==> src/rtl/ght_pkg.sv <==
// Shared types and constants for the generational handle table.
// Used by the interfaces, the step unit and the top level; depends on nothing.
package ght_pkg;

	localparam int KIND_W    = 2;
	localparam int IDX_W     = 6;
	localparam int GEN_W     = 16;
	localparam int CNT_W     = 16;
	localparam int PAY_W     = 32;
	localparam int ACT_W     = 6;
	localparam int STATUS_W  = 2;
	localparam int CFG_W     = 7;
	localparam int META_W    = GEN_W + CNT_W;
	localparam int SLOTS_DEF = 64;
	localparam int CAP_LIMIT = (2 ** CFG_W) - 1;

	localparam logic [CFG_W-1:0] CFG_RESET  = 7'd32;
	localparam logic [CFG_W-1:0] HINT_RESET = 7'd1;

	typedef enum logic [KIND_W-1:0] {
		KIND_CREATE  = 2'd0,
		KIND_ADD_REF = 2'd1,
		KIND_RELEASE = 2'd2,
		KIND_LOOKUP  = 2'd3
	} kind_t;

	typedef enum logic [STATUS_W-1:0] {
		STATUS_OK      = 2'd0,
		STATUS_INVALID = 2'd1,
		STATUS_FULL    = 2'd2
	} status_t;

	typedef enum logic [1:0] {
		STEP_PASS    = 2'd0,
		STEP_INC     = 2'd1,
		STEP_INC_SAT = 2'd2,
		STEP_DEC     = 2'd3
	} step_op_t;

	typedef struct packed {
		step_op_t         op;
		logic [CNT_W-1:0] a;
	} step_req_t;

	typedef struct packed {
		logic [CNT_W-1:0] y;
		logic             zero;
	} step_rsp_t;

endpackage

==> src/rtl/ght_if.sv <==
// Request and response channels of the handle table, valid/ready handshake.
// Field widths come from ght_pkg.
interface ght_req_if import ght_pkg::*; ();
	logic              valid;
	logic              ready;
	logic [KIND_W-1:0] kind;
	logic [IDX_W-1:0]  handle_index;
	logic [GEN_W-1:0]  handle_generation;
	logic [PAY_W-1:0]  payload_id;

	modport source (output valid, kind, handle_index, handle_generation, payload_id,
		input ready);
	modport sink (input valid, kind, handle_index, handle_generation, payload_id,
		output ready);
endinterface

interface ght_rsp_if import ght_pkg::*; ();
	logic                valid;
	logic                ready;
	logic [STATUS_W-1:0] status;
	logic [IDX_W-1:0]    result_index;
	logic [GEN_W-1:0]    result_generation;
	logic [CNT_W-1:0]    ref_count;
	logic [PAY_W-1:0]    payload_out;
	logic [ACT_W-1:0]    active_count;

	modport source (output valid, status, result_index, result_generation, ref_count,
		payload_out, active_count, input ready);
	modport sink (input valid, status, result_index, result_generation, ref_count,
		payload_out, active_count, output ready);
endinterface

==> src/rtl/ght_ram.sv <==
// Generic single-port RAM, one write or read per cycle, registered read data.
// No dependencies.
module ght_ram #(
	parameter int WIDTH = 32,
	parameter int DEPTH = 64
) (
	input  logic                     clk,
	input  logic                     we,
	input  logic [$clog2(DEPTH)-1:0] addr,
	input  logic [WIDTH-1:0]         wdata,
	output logic [WIDTH-1:0]         rdata
);

	logic [WIDTH-1:0] mem_q [DEPTH];
	logic [WIDTH-1:0] rdata_q;

	always_ff @(posedge clk) begin
		if (we) begin
			mem_q[addr] <= wdata;
		end
		rdata_q <= mem_q[addr];
	end

	assign rdata = rdata_q;

endmodule

==> src/rtl/ght_step_unit.sv <==
// Shared increment, saturating increment and decrement unit of the sequencer.
// Depends on ght_pkg for the request and response types.
module ght_step_unit import ght_pkg::*; (
	input  step_req_t cmd,
	output step_rsp_t res
);

	logic [CNT_W-1:0] y;

	always_comb begin
		case (cmd.op)
			STEP_PASS:    y = cmd.a;
			STEP_INC:     y = cmd.a + CNT_W'(1);
			STEP_INC_SAT: y = (&cmd.a) ? cmd.a : cmd.a + CNT_W'(1);
			STEP_DEC:     y = cmd.a - CNT_W'(1);
			default:      y = cmd.a;
		endcase
	end

	assign res.y    = y;
	assign res.zero = (y == '0);

endmodule

==> src/rtl/generational_handle_table_unit.sv <==
// Generational handle table: reference-counted slots addressed by index and generation.
// Handle words: slot read (S_HRD), check (S_HCHK), result from S_DONE once the response register
// is free; an index of zero or out of range goes straight to S_DONE. Create: each slot from the
// hint is read (S_SCAN) and checked (S_SCHK), wrapping once to slot 1; full gives STATUS_FULL.
// Not ready until the result is issued. Reset: a clearing pass zeroes every count and generation;
// no word is accepted during it. Depends on ght_pkg, ght_if, ght_ram and ght_step_unit.
module generational_handle_table_unit import ght_pkg::*; #(
	parameter int SLOTS = SLOTS_DEF
) (
	input  logic             clk,
	input  logic             arst_n,
	input  logic             cfg_we,
	input  logic [CFG_W-1:0] cfg_wdata,
	ght_req_if.sink          req,
	ght_rsp_if.source        rsp
);

	localparam int AW = $clog2(SLOTS);
	localparam logic [AW-1:0] LAST_SLOT = AW'(SLOTS - 1);
	localparam logic [CFG_W-1:0] CAP_MAX = CFG_W'((SLOTS < CAP_LIMIT) ? SLOTS : CAP_LIMIT);

	typedef enum logic [2:0] {
		S_CLEAR,
		S_IDLE,
		S_SCAN,
		S_SCHK,
		S_HRD,
		S_HCHK,
		S_DONE
	} state_t;

	state_t              state_q;
	logic [AW-1:0]       clr_q;
	logic [CFG_W-1:0]    slots_in_use_q;
	logic [CFG_W-1:0]    hint_q;
	logic [ACT_W-1:0]    live_q;
	logic [CFG_W-1:0]    p_q;
	logic                phase_q;
	logic [CFG_W-1:0]    slot_q;
	kind_t               kind_q;
	logic [GEN_W-1:0]    gen_q;
	logic [PAY_W-1:0]    payload_q;
	status_t             res_status_q;
	logic [GEN_W-1:0]    res_gen_q;
	logic [CNT_W-1:0]    res_cnt_q;
	logic [PAY_W-1:0]    res_pay_q;
	logic                meta_wr_q;
	logic                create_ok_q;
	logic                rel_zero_q;

	logic                rsp_valid_q;
	status_t             rsp_status_q;
	logic [IDX_W-1:0]    rsp_idx_q;
	logic [GEN_W-1:0]    rsp_gen_q;
	logic [CNT_W-1:0]    rsp_cnt_q;
	logic [PAY_W-1:0]    rsp_pay_q;
	logic [ACT_W-1:0]    rsp_act_q;

	logic [CFG_W-1:0]    cap;
	logic [CFG_W-1:0]    req_idx;
	logic                accept;
	logic                done_fire;
	logic [ACT_W-1:0]    live_next;
	logic                meta_we;
	logic                pay_we;
	logic [AW-1:0]       ram_addr;
	logic [META_W-1:0]   meta_wdata;
	logic [META_W-1:0]   meta_rdata;
	logic [PAY_W-1:0]    pay_rdata;
	logic [GEN_W-1:0]    rd_gen;
	logic [CNT_W-1:0]    rd_cnt;
	logic                handle_match;
	step_req_t           step_cmd;
	step_rsp_t           step_res;

	assign cap       = (slots_in_use_q > CAP_MAX) ? CAP_MAX : slots_in_use_q;
	assign req_idx   = CFG_W'(req.handle_index);
	assign accept    = req.valid && req.ready;
	assign done_fire = (state_q == S_DONE) && (!rsp_valid_q || rsp.ready);
	assign rd_gen    = meta_rdata[META_W-1:CNT_W];
	assign rd_cnt    = meta_rdata[CNT_W-1:0];
	assign handle_match = (rd_gen == gen_q) && (rd_cnt != '0);

	always_comb begin
		live_next = live_q;
		if (done_fire && create_ok_q) begin
			live_next = live_q + ACT_W'(1);
		end else if (done_fire && rel_zero_q) begin
			live_next = live_q - ACT_W'(1);
		end
	end

	always_comb begin
		step_cmd.op = STEP_PASS;
		step_cmd.a  = '0;
		case (state_q)
			S_SCHK: begin
				step_cmd.op = STEP_INC;
				step_cmd.a  = (rd_cnt == '0) ? rd_gen : CNT_W'(p_q);
			end
			S_HCHK: begin
				step_cmd.a = rd_cnt;
				case (kind_q)
					KIND_ADD_REF: step_cmd.op = STEP_INC_SAT;
					KIND_RELEASE: step_cmd.op = STEP_DEC;
					default:      step_cmd.op = STEP_PASS;
				endcase
			end
			S_DONE: begin
				step_cmd.op = STEP_INC;
				step_cmd.a  = CNT_W'(slot_q);
			end
			default: begin
				step_cmd.op = STEP_PASS;
			end
		endcase
	end

	ght_step_unit u_step (
		.cmd (step_cmd),
		.res (step_res)
	);

	always_comb begin
		meta_we    = 1'b0;
		pay_we     = 1'b0;
		meta_wdata = {res_gen_q, res_cnt_q};
		ram_addr   = AW'(slot_q);
		case (state_q)
			S_CLEAR: begin
				meta_we    = 1'b1;
				meta_wdata = '0;
				ram_addr   = clr_q;
			end
			S_SCAN: begin
				ram_addr = AW'(p_q);
			end
			S_DONE: begin
				meta_we = done_fire && meta_wr_q;
				pay_we  = done_fire && create_ok_q;
			end
			default: begin
				ram_addr = AW'(slot_q);
			end
		endcase
	end

	ght_ram #(.WIDTH(META_W), .DEPTH(SLOTS)) u_meta_ram (
		.clk   (clk),
		.we    (meta_we),
		.addr  (ram_addr),
		.wdata (meta_wdata),
		.rdata (meta_rdata)
	);

	ght_ram #(.WIDTH(PAY_W), .DEPTH(SLOTS)) u_pay_ram (
		.clk   (clk),
		.we    (pay_we),
		.addr  (ram_addr),
		.wdata (payload_q),
		.rdata (pay_rdata)
	);

	always_ff @(posedge clk or negedge arst_n) begin
		if (!arst_n) begin
			state_q        <= S_CLEAR;
			clr_q          <= '0;
			slots_in_use_q <= CFG_RESET;
			hint_q         <= HINT_RESET;
			live_q         <= '0;
			p_q            <= '0;
			phase_q        <= 1'b0;
			slot_q         <= '0;
			kind_q         <= KIND_CREATE;
			gen_q          <= '0;
			payload_q      <= '0;
			res_status_q   <= STATUS_OK;
			res_gen_q      <= '0;
			res_cnt_q      <= '0;
			res_pay_q      <= '0;
			meta_wr_q      <= 1'b0;
			create_ok_q    <= 1'b0;
			rel_zero_q     <= 1'b0;
			rsp_valid_q    <= 1'b0;
			rsp_status_q   <= STATUS_OK;
			rsp_idx_q      <= '0;
			rsp_gen_q      <= '0;
			rsp_cnt_q      <= '0;
			rsp_pay_q      <= '0;
			rsp_act_q      <= '0;
		end else begin
			if (cfg_we) begin
				slots_in_use_q <= cfg_wdata;
			end
			if (rsp_valid_q && rsp.ready && !done_fire) begin
				rsp_valid_q <= 1'b0;
			end
			case (state_q)
				S_CLEAR: begin
					clr_q <= clr_q + AW'(1);
					if (clr_q == LAST_SLOT) begin
						state_q <= S_IDLE;
					end
				end
				S_IDLE: begin
					if (accept) begin
						kind_q       <= kind_t'(req.kind);
						gen_q        <= req.handle_generation;
						payload_q    <= req.payload_id;
						slot_q       <= req_idx;
						p_q          <= hint_q;
						phase_q      <= 1'b0;
						res_status_q <= STATUS_OK;
						res_gen_q    <= '0;
						res_cnt_q    <= '0;
						res_pay_q    <= '0;
						meta_wr_q    <= 1'b0;
						create_ok_q  <= 1'b0;
						rel_zero_q   <= 1'b0;
						if (kind_t'(req.kind) == KIND_CREATE) begin
							state_q <= S_SCAN;
						end else if (req_idx == '0 || req_idx >= cap) begin
							res_status_q <= STATUS_INVALID;
							slot_q       <= '0;
							state_q      <= S_DONE;
						end else begin
							state_q <= S_HRD;
						end
					end
				end
				S_SCAN: begin
					if (!phase_q) begin
						if (p_q >= cap) begin
							phase_q <= 1'b1;
							p_q     <= CFG_W'(1);
						end else begin
							state_q <= S_SCHK;
						end
					end else if (p_q >= hint_q || p_q >= cap) begin
						res_status_q <= STATUS_FULL;
						slot_q       <= '0;
						state_q      <= S_DONE;
					end else begin
						state_q <= S_SCHK;
					end
				end
				S_SCHK: begin
					if (rd_cnt == '0) begin
						slot_q      <= p_q;
						res_gen_q   <= step_res.y;
						res_cnt_q   <= CNT_W'(1);
						res_pay_q   <= payload_q;
						meta_wr_q   <= 1'b1;
						create_ok_q <= 1'b1;
						state_q     <= S_DONE;
					end else begin
						p_q     <= step_res.y[CFG_W-1:0];
						state_q <= S_SCAN;
					end
				end
				S_HRD: begin
					state_q <= S_HCHK;
				end
				S_HCHK: begin
					if (handle_match) begin
						res_gen_q  <= rd_gen;
						res_cnt_q  <= step_res.y;
						res_pay_q  <= step_res.zero ? '0 : pay_rdata;
						meta_wr_q  <= (kind_q != KIND_LOOKUP);
						rel_zero_q <= (kind_q == KIND_RELEASE) && step_res.zero;
					end else begin
						res_status_q <= STATUS_INVALID;
						slot_q       <= '0;
					end
					state_q <= S_DONE;
				end
				S_DONE: begin
					if (done_fire) begin
						if (create_ok_q) begin
							hint_q <= step_res.y[CFG_W-1:0];
						end else if (rel_zero_q && slot_q < hint_q) begin
							hint_q <= slot_q;
						end
						live_q       <= live_next;
						rsp_valid_q  <= 1'b1;
						rsp_status_q <= res_status_q;
						rsp_idx_q    <= slot_q[IDX_W-1:0];
						rsp_gen_q    <= res_gen_q;
						rsp_cnt_q    <= res_cnt_q;
						rsp_pay_q    <= res_pay_q;
						rsp_act_q    <= live_next;
						state_q      <= S_IDLE;
					end
				end
				default: begin
					state_q <= S_IDLE;
				end
			endcase
		end
	end

	assign req.ready             = (state_q == S_IDLE);
	assign rsp.valid             = rsp_valid_q;
	assign rsp.status            = rsp_status_q;
	assign rsp.result_index      = rsp_idx_q;
	assign rsp.result_generation = rsp_gen_q;
	assign rsp.ref_count         = rsp_cnt_q;
	assign rsp.payload_out       = rsp_pay_q;
	assign rsp.active_count      = rsp_act_q;

	a_busy_after_accept: assert property (@(posedge clk) disable iff (!arst_n)
		accept |=> !req.ready)
		else $error("request accepted while a word is in progress");

	a_result_from_done: assert property (@(posedge clk) disable iff (!arst_n)
		$rose(rsp_valid_q) |-> $past(state_q == S_DONE))
		else $error("response raised outside the completion step");

	a_ok_has_slot: assert property (@(posedge clk) disable iff (!arst_n)
		rsp.valid && rsp.status == STATUS_OK |-> rsp.result_index != '0)
		else $error("successful response names the reserved slot");

	a_meta_write_window: assert property (@(posedge clk) disable iff (!arst_n)
		meta_we |-> state_q == S_CLEAR || state_q == S_DONE)
		else $error("slot table written outside clear or completion");

	a_payload_with_meta: assert property (@(posedge clk) disable iff (!arst_n)
		pay_we |-> meta_we && create_ok_q)
		else $error("payload written without a matching create");

endmodule

==> src/flat_wrapper.sv <==
// flat-port wrapper written by rule: the top's interface ports become plain ports
module generational_handle_table_unit_flat import ght_pkg::*;
#(
	parameter int SLOTS = SLOTS_DEF
)
  (clk, arst_n, cfg_we, cfg_wdata, req_valid, req_kind, req_handle_index, req_handle_generation, req_payload_id, req_ready, rsp_valid, rsp_status, rsp_result_index, rsp_result_generation, rsp_ref_count, rsp_payload_out, rsp_active_count, rsp_ready);
  ght_req_if req_i ();
  ght_rsp_if rsp_i ();
  input  logic clk;
  input  logic arst_n;
  input  logic cfg_we;
  input  logic [CFG_W-1:0] cfg_wdata;
  input wire logic [$bits(req_i.valid)-1:0] req_valid;
  input wire logic [$bits(req_i.kind)-1:0] req_kind;
  input wire logic [$bits(req_i.handle_index)-1:0] req_handle_index;
  input wire logic [$bits(req_i.handle_generation)-1:0] req_handle_generation;
  input wire logic [$bits(req_i.payload_id)-1:0] req_payload_id;
  output wire logic [$bits(req_i.ready)-1:0] req_ready;
  output wire logic [$bits(rsp_i.valid)-1:0] rsp_valid;
  output wire logic [$bits(rsp_i.status)-1:0] rsp_status;
  output wire logic [$bits(rsp_i.result_index)-1:0] rsp_result_index;
  output wire logic [$bits(rsp_i.result_generation)-1:0] rsp_result_generation;
  output wire logic [$bits(rsp_i.ref_count)-1:0] rsp_ref_count;
  output wire logic [$bits(rsp_i.payload_out)-1:0] rsp_payload_out;
  output wire logic [$bits(rsp_i.active_count)-1:0] rsp_active_count;
  input wire logic [$bits(rsp_i.ready)-1:0] rsp_ready;
  assign req_i.valid = req_valid;
  assign req_i.kind = req_kind;
  assign req_i.handle_index = req_handle_index;
  assign req_i.handle_generation = req_handle_generation;
  assign req_i.payload_id = req_payload_id;
  assign req_ready = req_i.ready;
  assign rsp_valid = rsp_i.valid;
  assign rsp_status = rsp_i.status;
  assign rsp_result_index = rsp_i.result_index;
  assign rsp_result_generation = rsp_i.result_generation;
  assign rsp_ref_count = rsp_i.ref_count;
  assign rsp_payload_out = rsp_i.payload_out;
  assign rsp_active_count = rsp_i.active_count;
  assign rsp_i.ready = rsp_ready;
  generational_handle_table_unit #(.SLOTS(SLOTS)) u_core (.clk(clk), .arst_n(arst_n), .cfg_we(cfg_we), .cfg_wdata(cfg_wdata), .req(req_i), .rsp(rsp_i));
endmodule
==> config.mk <==
export PLATFORM = sky130hd
export DESIGN_NAME = generational_handle_table_unit_flat
export DESIGN_NICKNAME = d
export VERILOG_FILES = /design/src/rtl/ght_pkg.sv /design/src/rtl/ght_if.sv /design/src/rtl/ght_ram.sv /design/src/rtl/ght_step_unit.sv /design/src/rtl/generational_handle_table_unit.sv /design/src/flat_wrapper.sv
export SDC_FILE = /design/constraint.sdc
export NUM_CORES = 2
export LEC_CHECK = 0
export BUFFER_PORTS_ARGS = -buffer_cell sky130_fd_sc_hd__buf_4
export CAP_MARGIN = 20
export CORE_UTILIZATION = 49
export DETAILED_ROUTE_END_ITERATION = 12
export PLACE_DENSITY = 0.72
export RECOVER_POWER = 25
export SLEW_MARGIN = 25
export SYNTH_ARGS = -nofsm -noshare
export SYNTH_HDL_FRONTEND = slang
export SYNTH_HIERARCHICAL = 1
export SYNTH_SLANG_ARGS = --single-unit
==> constraint.sdc <==
create_clock -name clk -period 5.5 [get_ports clk]
set_input_delay 1.1 -clock clk [delete_from_list [all_inputs] [get_ports clk]]
set_output_delay 1.1 -clock clk [all_outputs]
set_load 0.005 [all_outputs]
==> impl_metrics.env <==
export IMPL_outcome="complete, but fails checks"
export IMPL_violations="capacitance limit, slew limit"
export IMPL_grt_setup_unrepaired="false"
export IMPL_synth_fa_ha_area_frac=0.00275
export IMPL_grt_pass1_wl_um=730000
export IMPL_grt_usage=0.290
export IMPL_cts_sinks=4396
export IMPL_hp_class="in2reg"
export IMPL_r2r_cells=15
export IMPL_dp_hpwl_um=316000
export IMPL_final_nets=10619
export IMPL_fin_tns_setup_ps=0
export IMPL_area_delta_synth_final_pct=14.8
export IMPL_path_common_cell="buf_4"
export IMPL_critical_path_max_fanout=32
export IMPL_first_pass_iters=6
export IMPL_ioPinCount=148
export IMPL_wl_per_cell_um=33.6
export IMPL_synth_commonest_cells="edfxtp_1, mux2i_1, nand2_1"
export IMPL_syn_area_per_cell_um2=17.1
export IMPL_finalClockSkew_ps=90.3
export IMPL_drv_slew=2104
export IMPL_synthMuxAreaShare=0.0729
export IMPL_num_rows=216
export IMPL_hold_viol=0
export IMPL_synth_main_ff_cell="edfxtp_1"
export IMPL_synth_compound_area_frac=0.101
export IMPL_register_area_um2=130000
export IMPL_dieHeight_um=592
export IMPL_drtAntennaViolNets=0
export IMPL_grt_max_degree=111
export IMPL_cts_made_buffers=420
export IMPL_overflow=0
export IMPL_synth_xor_area_frac=0.00138
export IMPL_critical_path_class="reg2reg"
export IMPL_drive_gt1_frac=0.196
export IMPL_ys_warn_count=6
export IMPL_clkTransAtPathRegs_ps=60
export IMPL_cts_setup_buffers=0
export IMPL_setup_violations=0
export IMPL_timing_final_crit_share=0.954
export IMPL_yosysUniqueCellTypes=97
export IMPL_cts_htree_levels=5
export IMPL_maxCapViolations=33
export IMPL_tightestPinTransition_ps=4290
export IMPL_max_stage_delay_ps=570
export IMPL_peakVddDrop_v=0.000748
export IMPL_period_needed_ps=5250
export IMPL_design_core_area_um2=346000
export IMPL_clockBufferDepth=4
export IMPL_vias=103205
export IMPL_initial_core_util=0.493
export IMPL_grt_antenna_before_repair=56
export IMPL_multi_input_area_um2=38700
export IMPL_yosysTopAreaCell="edfxtp_1"
export IMPL_power_leakage_nw=65.3
export IMPL_cp_start_kind="register"
export IMPL_max_slew_margin=-1.86
export IMPL_placed_cells=14669
export IMPL_synth_seq_cells=4396
export IMPL_synth_top_area_share=0.720
export IMPL_synth_edf_count=4096
export IMPL_synthSimpleGateAreaFrac=0.0398
export IMPL_cts_tree="yes"
export IMPL_synth_top_cells_by_area="edfxtp_1, dfrtp_1, mux2i_1"
export IMPL_critPathSlowestCell="or4b_1"
export IMPL_cts_root_buf="clkbuf_16"
export IMPL_cts_resized=0
export IMPL_gp_congestion=0.955
export IMPL_die_x_um=592
export IMPL_fin_cells=15470
export IMPL_wl_um=520000
export IMPL_max_freq_mhz=191
export IMPL_synthesis_area_um2=171000
export IMPL_crit_path_end_kind="register"
export IMPL_remaining_drc_errors=0
export IMPL_io_buffers=147
export IMPL_required_ps=6330
export IMPL_grt_pass1_vias=98729
export IMPL_power_density_nw_per_um2=680
export IMPL_yosysMostFrequentCell="edfxtp_1"
export IMPL_synth_seq_area_share=0.762
export IMPL_vias_per_cell=6.67
export IMPL_syn_nets=10106
export IMPL_syn_inst=10001
export IMPL_hold_depth=3
export IMPL_holdBufCountCts=0
export IMPL_crit_chain="nor2b_1 > and2_1 > a22o_1 > and4_4 > and4_1 > nand2_4 > a21oi_2 > xnor2_1 > or4b_1 > nor4_2 > buf_4 > nor2_2 > buf_4 > a221oi_1 > a2bb2oi_1"
export IMPL_die_area_um2=351000
export IMPL_drtIter0Drc=16616
export IMPL_worstPathArrival_ps=6080
export IMPL_async_reset_ff_frac=0.0537
export IMPL_fillers=25484
export IMPL_synth_top_family_by_area="compound AO/OA/AOI/OAI gates"
export IMPL_clock_latency_ps=1000
sequential cells by signal, indices dropped and copies added (netlist names), 16 cells and up:
register                      flops
u_core/u_meta_ram/mem_q        2048
u_core/u_pay_ram/mem_q         2048
u_core/payload_q                 32
u_core/res_pay_q                 32
u_core/rsp.payload_out           32
u_core/u_meta_ram/rdata          32
u_core/u_pay_ram/rdata           32
u_core/gen_q                     16
u_core/res_cnt_q                 16
u_core/res_gen_q                 16
u_core/rsp.ref_count             16
u_core/rsp.result_generation     16
layout by cell type, fill, tap and decap left out, types with 250 or more instances in the layout:
cell type / count
a21oi_1: 337
a221oi_1: 440
a22oi_1: 474
buf_4: 631
clkbuf_16: 424
edfxtp_1: 4096
mux2i_1: 532
nand2_1: 527
nor2_1: 254
o21ai_0: 250
area by class of cell:
type,instances,share of cell area
inverters,46,0.000932
repair buffers,803,0.0390
clock inverters,240,0.0116
flip-flops and latches,4396,0.664
well taps,4578,0.0292
multi-input cells,4847,0.197
diodes,14,0.000179
clock buffers,546,0.0578
critical path, delay by kind of cell, from the launching register on:
family	cells	cell delay, ps
AO/OA/AOI/OAI	4	1170
XOR/XNOR	1	80
buffers and inverters	2	440
flip-flops	1	520
AND/OR/NAND/NOR	8	2830
routing by layer:
metal  vias up  track usage  share of wire
li1      41756            -              -
met1     52639        0.398           0.37
met2      7610        0.434           0.45
met3      1162       0.0871           0.14
met4        38        0.119          0.046
met5         -      0.00311        0.00079
where the power goes:
| part | internal, W | leakage (nW) | switching, W |
|---|---|---|---|
| combinational | 0.0193 | 17.9 | 0.0414 |
| sequential | 0.0425 | 40.8 | 0.00145 |
| clock | 0.0160 | 6.65 | 0.0126 |
cell families (layout without fill, tap and decap cells):
logic type	count (synthesis)	in the layout
DFF	4396	4396
AOI/OAI and AO/OA	2349	2349
and+or+nand+nor	1464	1464
muxes	970	970
buffers and inverters	758	1635
adders and majority gates	37	37
xor gates and xnor gates	27	27
other	0	14
per-stage QoR:
stage / instance area, µm² / hold WS [ps] / setup slack (ps) / power [W] / utilization
5_1_grt: 196000 / 299 / 17.4 / 0.136 / 0.566
3_3_place_gp: 182000 / 463 / 14.7 / 0.102 / 0.526
3_5_place_dp: 183000 / 467 / 83.5 / 0.103 / 0.527
6_report: 196000 / 307 / 251 / 0.133 / 0.566
4_1_cts: 196000 / 181 / 81.2 / 0.131 / 0.566
2_1_floorplan: 171000 / 439 / 782 / 0.0758 / -
final timing paths:
kind	endpoint	start	slack, ps
max in group asynchronous	u_core/payload_q[1]$_DFFE_PN0P_	arst_n	670
min reg2reg	u_core/rsp.ref_count[9]$_DFFE_PN0P_	u_core/res_cnt_q[9]$_DFFE_PN0P_	480
min in group asynchronous	u_core/p_q[1]$_DFFE_PN0P_	arst_n	1050
min	u_core/gen_q[11]$_DFFE_PN0P_	req_handle_generation[11]	310
max reg2reg	u_core/res_pay_q[8]$_DFFE_PN0P_	u_core/state_q[0]$_DFFE_PN0P_	250
max	u_core/res_pay_q[8]$_DFFE_PN0P_	u_core/state_q[0]$_DFFE_PN0P_	250
Power figures use the tool's default switching activity.
